===== src/hw/rtl/rpu_pkg.sv =====
`default_nettype none
// ----------------------------------------------------------------------------
// Row prediction unfilter package
// Filter codes, register indexes and fixed field widths shared by the design.
// ----------------------------------------------------------------------------
package rpu_pkg;

	// Fixed field widths.
	localparam int PIX_W   = 8;
	localparam int RW_W    = 13;
	localparam int PR_W    = 16;
	// Width used for the end-of-row and end-of-plane compares.
	localparam int CMP_W   = 17;
	localparam int ADDR_W  = 3;
	localparam int DATA_W  = 32;

	// Row filter codes as they arrive in the first byte of a row.
	typedef enum logic [2:0] {
		FLT_NONE  = 3'd0,
		FLT_LEFT  = 3'd1,
		FLT_UP    = 3'd2,
		FLT_AVG   = 3'd3,
		FLT_PAETH = 3'd4,
		FLT_MED   = 3'd5
	} filter_t;

	// Register index, taken from bit 2 of the byte address.
	typedef enum logic [0:0] {
		REG_ROW_WIDTH  = 1'b0,
		REG_PLANE_ROWS = 1'b1
	} reg_idx_t;

	typedef logic [PIX_W-1:0] pix_t;

endpackage
`default_nettype wire


===== src/hw/rtl/rpu_predictor.sv =====
`default_nettype none
// ----------------------------------------------------------------------------
// Row prediction unfilter predictor
// Forms the prediction from the left, upper and upper-left pixels.
// ----------------------------------------------------------------------------
module rpu_predictor
	import rpu_pkg::*;
(
	input  wire filter_t flt,
	input  wire pix_t    a,
	input  wire pix_t    b,
	input  wire pix_t    c,
	output pix_t         pred
);

	logic [PIX_W:0]          sum_ab;
	logic signed [PIX_W+1:0] d_bc;
	logic signed [PIX_W+1:0] d_ac;
	logic signed [PIX_W+1:0] d_abc;
	logic [PIX_W+1:0]        da;
	logic [PIX_W+1:0]        db;
	logic [PIX_W+1:0]        dc;
	pix_t                    paeth_p;
	pix_t                    lo;
	pix_t                    hi;
	pix_t                    med_p;
	logic [PIX_W+1:0]        grad;

	assign sum_ab = {1'b0, a} + {1'b0, b};

	// Paeth distances: |b-c|, |a-c| and |a+b-2c|.
	always_comb begin
		d_bc  = $signed({2'b00, b}) - $signed({2'b00, c});
		d_ac  = $signed({2'b00, a}) - $signed({2'b00, c});
		d_abc = d_bc + d_ac;
		da    = d_bc[PIX_W+1]  ? 10'(-d_bc)  : 10'(d_bc);
		db    = d_ac[PIX_W+1]  ? 10'(-d_ac)  : 10'(d_ac);
		dc    = d_abc[PIX_W+1] ? 10'(-d_abc) : 10'(d_abc);
		priority if (da <= db && da <= dc) begin
			paeth_p = a;
		end else if (db <= dc) begin
			paeth_p = b;
		end else begin
			paeth_p = c;
		end
	end

	// Median edge detector.
	always_comb begin
		lo   = (a < b) ? a : b;
		hi   = (a > b) ? a : b;
		grad = {2'b00, a} + {2'b00, b} - {2'b00, c};
		priority if (c >= hi) begin
			med_p = lo;
		end else if (c <= lo) begin
			med_p = hi;
		end else begin
			med_p = grad[PIX_W-1:0];
		end
	end

	always_comb begin
		unique case (flt)
			FLT_LEFT:  pred = a;
			FLT_UP:    pred = b;
			FLT_AVG:   pred = sum_ab[PIX_W:1];
			FLT_PAETH: pred = paeth_p;
			FLT_MED:   pred = med_p;
			default:   pred = '0;
		endcase
	end

endmodule
`default_nettype wire


===== config.mk =====
export PLATFORM = sky130hd
export DESIGN_NAME = rpu_predictor
export DESIGN_NICKNAME = d
export VERILOG_FILES = /design/src/hw/rtl/rpu_pkg.sv /design/src/hw/rtl/rpu_predictor.sv
export SDC_FILE = /design/constraint.sdc
export NUM_CORES = 1
export LEC_CHECK = 0
export BUFFER_PORTS_ARGS = -buffer_cell sky130_fd_sc_hd__buf_2
export CAP_MARGIN = 20
export CORE_ASPECT_RATIO = 0.5
export CORE_UTILIZATION = 50
export DETAILED_ROUTE_END_ITERATION = 10
export PLACE_DENSITY = 0.69
export SYNTH_ARGS = -nofsm -noshare
export SYNTH_HDL_FRONTEND = slang
export SYNTH_SLANG_ARGS = --single-unit

===== constraint.sdc =====
create_clock -name vclk -period 6.2
set_input_delay 0.31 -clock vclk [all_inputs]
set_output_delay 0.31 -clock vclk [all_outputs]
set_load 0.005 [all_outputs]

==> flow_summary.ini <==
[run_status]
outcome = finished, final reports clean

[sta]
setup-violations-final = 0
fmax_mhz = 168.4
tightest_slew_ns = 0.7469
period_minus_slack_ns = 5.937
slew_headroom = 0.5010
hold_viol_final = 0
fin_ws_ns = 0.2631
min_period_over_period = 0.9576
maxSlewViolCount = 0
fin_setup_tns_ns = 0

[grt]
grt_util_met2 = 0.4638
top_usage_layer = met2
use_met1 = 0.3432
antenna_found_initial = 0
grt_remaining_overflow = 0
grt_first_pass_wirelength_um = 18050
grt_use_met3 = 0.003003
grt_usage = 0.2500
grt_max_degree = 19
grt_pass1_vias = 3845

[synthesis]
netlist_instances = 561
syn_avg_cell_area_um2 = 7.576
netlist.area_leader.share = 0.2679
synth_warnings = 0
seq_area_frac_synth = 0
ys_types = 66
synth_area_leaders = ha_1 27%, xnor2_1 6.8%, mux2i_1 6.1%, a21oi_1 5.8%, inv_1 5.7%
syn_area_um2 = 4250
synth_top_cell_by_area = ha_1

[cells_and_area]
utilization = 0.5729
multi_input_area_um2 = 4026
seq_area_um2 = 0
syn_to_final_growth_pct = 9.391
seq_cells = 0
n_fill_cell = 798
layout.nets = 728
n_antenna_cell = 0
drive_gt1_frac = 0.1240
fin_area_um2 = 4649
nClkBuffers = 0
layout.cells.non_filler = 709

[place]
dp_slack_ns = 0.06426
globalplace.congestion = 0.9213
place_area_um2 = 4588
dp_cells = 708
numPortBuffers = 35
place.detailed.hpwl_um = 9623

[floorplan]
die_h_um = 67.20
ios = 35
die-area_um2 = 8896
chipWidth_um = 132.4
initial_core_util = 0.5237
core_um2 = 8115
num_rows = 23

[route]
finalWirelength_um = 11350
detail-route-antenna-nets = 0
via_count = 4075
detail_route.wl_per_cell_um = 16.01
dr.pass1.iters = 5
drc = 0
drt_iter0_markers = 239
via_per_inst = 5.748

[worst_hold_path]
min_path_type = input pin to output pin
holdPathStages = 3
min_from = flt[2]
whs_endpoint = pred[0]

[job]
maxCapViolCount = 0

[critical_path]
critPathLaunchType = input pin
worstPathArrival_ns = 5.63
end_kind = output pin
path_max_fanout = 10
path_class = input pin to output pin
worstPathRequired_ns = 5.89

[pwr]
power.leakage_nw = 2.347
power_density_nw_per_um2 = 252.9
vdd_drop_max_mv = 0.1166
## cells in the mapped netlist (3+ instances only)
cell type and n:
clkbuf_1 8, inv_1 64, nand2b_1 10, nor3_1 6
o21bai_1 8, nor2b_1 11, o21a_1 12, fa_1 11
and3_1 3, or3_1 5, xnor2_1 33, a21o_1 22
or2_1 3, o211ai_1 3, ha_1 91, a21oi_1 49
a211oi_1 5, nor4_1 3, o22ai_1 10, o31a_1 3
mux2i_1 26, xor2_1 15, nand4_1 7, nand3_1 7
nand2_1 19, o21ai_0 26, nor2_1 48, a31o_2 3
## timing repair
action / in CTS / in global routing
resized for setup: 0 / 15
setup endpoints to repair: 0 / 8
hold buffers: 0 / 0
buffers inserted: 0 / 0
## per-stage QoR
stage          hold WS (ns)  power (mW)
4_1_cts               1.115       1.133
3_5_place_dp          1.114       1.128
6_report              1.116       1.176
3_3_place_gp          1.116       1.109
2_1_floorplan        0.8246      0.8830
5_1_grt               1.143       1.309
## where the power goes
group	total [mW]	switching [mW]	leakage (nW)	internal, mW
Clock	0	0	0	0
Combinational	1.18	0.652	2.35	0.524
Sequential	0	0	0	0
Total	1.18	0.652	2.35	0.524
## worst max-delay path by stage
stage | cells after the start | slack [ns] | from | to
3_5_place_dp | 25 | 0.06 | a[0] | pred[7]
2_1_floorplan | 26 | 0.67 | b[0] | pred[7]
4_1_cts | 25 | 0.04 | a[0] | pred[7]
5_1_grt | 25 | -0.02 | a[0] | pred[7]
3_3_place_gp | 29 | 0.18 | b[0] | pred[7]
6_report | 25 | 0.26 | a[0] | pred[7]
## logic make-up (layout without fill, tap and decap cells)
| group | count (synthesis) | after routing | synth area share |
|---|---|---|---|
| AO/OA/AOI/OAI | 164 | 165 | 0.2597 |
| XOR/XNOR | 52 | 52 | 0.1142 |
| adder cells (fa/ha/maj) | 106 | 106 | 0.3297 |
| buffers and inverters | 75 | 108 | 0.06888 |
| multiplexers | 28 | 28 | 0.06712 |
| other | 2 | 4 | 0.001767 |
| AND/OR/NAND/NOR | 134 | 134 | 0.1587 |
## layout by cell type (no fill, tap or decap), types with 3 or more instances in the layout
master,n
xor2_1,15
buf_4,9
fa_1,10
o22ai_1,10
nor2_1,47
inv_1,63
nand3_1,7
o21bai_1,8
a21o_1,22
and3_1,3
nand4_1,7
nor3_1,6
or3_1,4
o21ai_0,23
xnor2_1,32
nand2b_1,10
o211ai_1,3
o31a_1,3
nor2b_1,11
nor4_1,3
o21a_1,12
o21ai_1,3
buf_2,35
xnor2_2,3
a21oi_1,49
conb_1,4
mux2i_1,26
or2_1,3
a31o_2,3
ha_1,90
nand2_1,19
a211oi_1,5
## area by class of cell
| type | instances | share of cell area |
|---|---|---|
| inverter | 64 | 0.05167 |
| multi-input combinational | 489 | 0.8660 |
| tap | 112 | 0.03014 |
| timing repair buffer | 44 | 0.05221 |
## critical path, cell delays in order
cell and delay [ns]:
buf_2 0.15, inv_1 0.13, ha_1 0.19, inv_1 0.06, fa_1 0.41, a211oi_1 0.30, o21bai_1 0.13, a21oi_1 0.23
xnor2_1 0.31, ha_2 0.37, o21ai_1 0.16, o21a_1 0.25, mux2i_4 0.28, nor2b_1 0.10, xnor2_1 0.22, ha_1 0.29
a21o_1 0.18, a21o_1 0.17, a211oi_1 0.30, o21ai_2 0.15, a22o_4 0.31, mux2i_1 0.17, o22ai_1 0.09, a221o_1 0.26
buf_2 0.12
## metal layers
metal	routed length (um)	vias to the layer above
li1	-	2089
met1	5885	1895
met2	5044	85
met3	354	6
met4	65	0
met5	0	-
No activity file was read; power rests on OpenSTA's default activity.
